File: src/rtl/assert_macros.svh
// Assertion macros for the filter weight top level.
`ifndef ASSERT_MACROS_SVH
`define ASSERT_MACROS_SVH
`ifndef NO_ASSERTIONS
// Same-cycle implication check.
`define ASSERT_IMPL(label, clk, rst, ante, cons, msg) \
   label: assert property (@(posedge clk) disable iff (rst) (ante) |-> (cons)) else $error(msg);
// Next-cycle implication check.
`define ASSERT_NEXT(label, clk, rst, ante, cons, msg) \
   label: assert property (@(posedge clk) disable iff (rst) (ante) |=> (cons)) else $error(msg);
`else
`define ASSERT_IMPL(label, clk, rst, ante, cons, msg)
`define ASSERT_NEXT(label, clk, rst, ante, cons, msg)
`endif
`endif

File: src/rtl/lsf_pkg.sv
// Shared types, constants and helpers of the filter weight datapath.
`timescale 1ns / 1ps
package lsf_pkg;
   localparam int ARG_W     = 21;
   localparam int DEN_W     = 39;
   localparam int REM_W     = 40;
   localparam int DIV_STEPS = 30;
   localparam int SINC_LAT  = 10 + DIV_STEPS;
   localparam int LANE_LAT  = SINC_LAT + 5;
   localparam int MERGE_LAT = 2;

   localparam logic [30:0] ONE_Q30 = 31'h4000_0000;
   localparam logic [17:0] PI_Q16  = 18'd205887;
   localparam logic [30:0] C11     = 31'd3864;
   localparam logic [30:0] HORNER_C [0:4] = '{
      31'd172272, 31'd5026995, 31'd85569306, 31'd693598668, 31'd1686629713
   };

   typedef enum logic [1:0] {
      REG_INV_X = 2'd0,
      REG_INV_Y = 2'd1,
      REG_TAU   = 2'd2
   } reg_index_type;

   // Sign-magnitude Q30 factor; neg is never set on a zero magnitude.
   typedef struct packed {
      logic        neg;
      logic [30:0] mag;
   } factor_type;

   // Unsigned Q30 product, truncated.
   function automatic logic [30:0] q30mul(input logic [30:0] a, input logic [30:0] b);
      logic [61:0] p;
      p = {31'd0, a} * {31'd0, b};
      return p[60:30];
   endfunction
endpackage

File: src/rtl/lsf_merge.sv
// Merge stage: multiply the two lane factors, round and saturate to Q1.15.
`timescale 1ns / 1ps
module lsf_merge (
   input  logic                clock,
   input  logic                en,
   input  lsf_pkg::factor_type fx,
   input  lsf_pkg::factor_type fy,
   output logic signed [15:0]  weight
);
   import lsf_pkg::*;

   logic [61:0] prod_ff;
   logic        sgn_ff;
   logic [30:0] m;
   logic [31:0] sum;
   logic [16:0] rnd;
   logic        neg;
   logic [15:0] w_in;
   logic [15:0] w_ff;

   // Round half away from zero, then saturate
   assign m   = prod_ff[60:30];
   assign sum = {1'b0, m} + 32'd16384;
   assign rnd = sum[31:15];
   assign neg = sgn_ff && (m != 31'd0);

   always_comb begin
      if (neg) begin
         w_in = 16'((17'd0 - rnd));
      end else if (rnd >= 17'd32768) begin
         w_in = 16'h7FFF;
      end else begin
         w_in = rnd[15:0];
      end
   end

   always_ff @(posedge clock) begin
      if (en) begin
         prod_ff <= {31'd0, fx.mag} * {31'd0, fy.mag};
         sgn_ff  <= fx.neg ^ fy.neg;
         w_ff    <= w_in;
      end
   end

   assign weight = w_ff;
endmodule

File: config.mk
export PLATFORM = sky130hd
export DESIGN_NAME = lsf_merge
export DESIGN_NICKNAME = d
export VERILOG_FILES = /design/src/rtl/assert_macros.svh /design/src/rtl/lsf_pkg.sv /design/src/rtl/lsf_merge.sv
export SDC_FILE = /design/constraint.sdc
export NUM_CORES = 2
export LEC_CHECK = 0
export ABC_CLOCK_PERIOD_IN_PS = 10490
export BUFFER_PORTS_ARGS = -buffer_cell sky130_fd_sc_hd__buf_2
export CORE_MARGIN = 4
export CORE_UTILIZATION = 51
export CTS_BUF_LIST = sky130_fd_sc_hd__clkbuf_2 sky130_fd_sc_hd__clkbuf_4 sky130_fd_sc_hd__clkbuf_8
export CTS_CLUSTER_DIAMETER = 80
export DETAILED_ROUTE_END_ITERATION = 16
export PLACE_DENSITY_LB_ADDON = 0.05
export SLEW_MARGIN = 20
export SYNTH_ARGS = -nofsm -noshare
export SYNTH_HDL_FRONTEND = slang
export SYNTH_SLANG_ARGS = --single-unit
File: constraint.sdc
create_clock -name clock -period 10.49 [get_ports clock]
set_input_delay 1.049 -clock clock [delete_from_list [all_inputs] [get_ports clock]]
set_output_delay 1.049 -clock clock [all_outputs]
set_load 0.01 [all_outputs]
==> results.yml <==
cts:
  h-tree-depth: 2
  cts-root-buf: "clkbuf_8"
  numCtsBuffers: 5
  post_cts_buffers: 0
  cts_max_path_buffers: 2
  cts_tree: "done"
  clock_latency_ns: 0.32
  clkTransAtPathRegs_ns: 0.09
  cts_hold_buf: 0
  cts_resized: 0
  numClockSinks: 48
floorplan:
  core_area_um2: 63300
  fp-row-count: 92
  die_w_um: 262
  dieArea_um2: 68400
  start_util_pct: 51.8
  die_y_um: 262
  ios: 82
critical_path:
  crit_path_max_fanout: 31
  critPathTopFamily: "adder cells"
  crit_top_cell: "fa_1"
  required_ns: 10.54
  cpMaxStageDelayCell: "buf_2"
  crit_buf_inv: 3
  crit_chain: "buf_2, and2_1, fa_1, fa_1, inv_1, fa_1, fa_1, fa_1, inv_1, fa_1, fa_1, fa_1, ha_1, a21oi_1, o21ai_0, a221o_1, a211oi_1, o21ai_1, a21oi_4, o31ai_1, a31oi_1, xnor2_1"
  worstSetupPathType: "in -> reg"
  cp.arrival_ns: 8.77
  startpoint_type: "input pin"
  endpoint_kind: "flip-flop"
  slowest_delay_ns: 0.71
global_routing:
  overflow: 0
  track_usage_pct: 29.3
  grt_max_degree: 49
  antenna_found_initial: 8
  grt_pass1_vias: 26400
  grt_pass1_wl_mm: 152
timing:
  setup_tns_ns: 0
  max_freq_mhz: 115
  fin_crit_ns: 8.72
  rsz0062_at_grt: "no"
  finalSetupViolations: 0
  tightestPinTransition_ns: 0.989
  relSlewSlack_pct: 34.1
  post-route-period-util_pct: 83.1
  slew_violations: 0
  hold_violations: 0
  fin_worst_skew_ns: 0.0103
synth:
  syn-instance-count: 3541
  async_flop_share_pct: 0
  ys_types: 59
  seq_area_frac_synth_pct: 4.40
  synth.area.top_cells: "fa_1 51%, and2_1 9.8%, ha_1 9.5%"
  synth-edff-count: 48
  yosysTopAreaCellShare_pct: 51.0
  ys_ff_latch: 48
  syn-num-nets: 4691
  syn_area_um2: 32800
  ys.warnings.count: 0
  synth_top_cell_by_area: "fa_1"
  yosys_most_used_dff: "edfxtp_1"
  avgSynthCellArea_um2: 9.26
layout:
  drive_above_1_share_pct: 3.37
  nNetsFinal: 4588
  syn_to_final_growth_pct: 2.76
  final_cell_area_um2: 33700
  layout_commonest_cell: "fa_1"
  final_cells: 4289
  final_cell_mix: "835 x fa_1, 803 x inv_1, 514 x and2_1, 492 x nand2_1, 249 x ha_1"
status:
  outcome: "completed"
drt:
  routed_wl_mm: 96.6
  detail_route.iter0.violations: 1344
  wl_per_cell_um: 22.5
  dr.pass1.iters: 5
  route.detailed.drc: 0
  vias_per_cell: 5.52
  via_count: 23700
  detail-route-antenna-nets: 0
run:
  maxCapViolations: 0
place:
  hpwl_mm: 72.2
  post_dp_cell_area_um2: 33600
  portBuffers: 81
  globalplace.congestion: 0.881
  place_inst: 4277
hold_path:
  holdCritPathClass: "reg -> reg"
through the flow:
step	utilization (%)	worst slack, ns	hold slack, ns
3_5_place_dp	53.0	1.53	0.935
4_1_cts	53.2	1.86	0.953
2_1_floorplan	-	2.87	0.720
3_3_place_gp	53.0	1.41	0.905
6_report	53.2	1.77	0.893
5_1_grt	53.2	1.53	0.923
worst register-to-register path, cell delays in order, from the launching register on:
cell	delay (ns)
edfxtp_1	0.46
ha_1	0.23
and3_2	0.24
and3_1	0.28
and3_1	0.36
nand4_1	0.16
or2_1	0.30
mux2i_4	0.44
a21oi_1	0.14
nor2_1	0.11
a21oi_1	0.08
cell usage after synthesis, drive strengths merged (3+ instances only):
cell,n
a211o,4
and4,3
nor4,9
edfxtp,48
o31ai,4
buf,4
a311oi,3
ha,249
inv,803
a31oi,22
a211oi,4
o21a,4
nor2b,4
xnor2,36
nand3,21
fa,835
and2,516
a21o,38
o21ai,26
nand2,492
o21bai,15
nand4,15
nor2,41
or2,4
nand2b,7
o211ai,4
nor3,13
clkbuf,196
and3,12
a21oi,58
xor2,29
final timing paths:
check,from,end,slack (ns),cells after the start
worst max-delay path,fy[9],prod_ff[46],1.77,22
worst min register to register,sgn_ff,weight[15],0.89,2
worst min-delay path,sgn_ff,weight[15],0.89,2
worst max register to register,prod_ff[44],weight[5],7.44,10
flip-flops by register name (all words and copies together) (netlist names):
register,count
weight,16
prod_ff,31
sgn_ff,1
cells by family (layout without fill, tap and decap cells):
kind of cell	count (synthesis)	after routing	share of synthesized area, %
multiplexers	3	3	0.137
AND/OR/NAND/NOR	1144	1144	17.7
flip-flops	48	48	4.40
XOR/XNOR	65	65	1.74
other	0	4	0
AO/OA/AOI/OAI	194	194	4.00
adder cells (fa/ha/maj)	1084	1084	60.5
buffers and inverters	1003	901	11.5
routing by layer:
layer / share of wire (%) / up-vias / track usage, % / wire length (um)
met1: 38 / 12400 / 37.1 / 37100
met4: 4.5 / 4 / 10.6 / 4380
met2: 51 / 880 / 52.1 / 49400
li1: - / 10100 / - / -
met3: 5.9 / 228 / 3.37 / 5710
met5: 0.028 / - / 0 / 27
area by class of cell:
| type | instances | area [um^2] |
|---|---|---|
| fill | 6011 | 29600 |
| multi-input combinational | 2490 | 27600 |
| inverter | 803 | 3010 |
| sequential | 48 | 1440 |
| tap | 846 | 1060 |
| timing repair buffer | 90 | 475 |
| clock buffer | 5 | 68.8 |
| clock inverter | 3 | 42.5 |
| antenna | 4 | 10.0 |
Power is left out: the tool's default activity adds up to more than one toggle a clock period on the data nets, which glitch-free logic cannot reach.
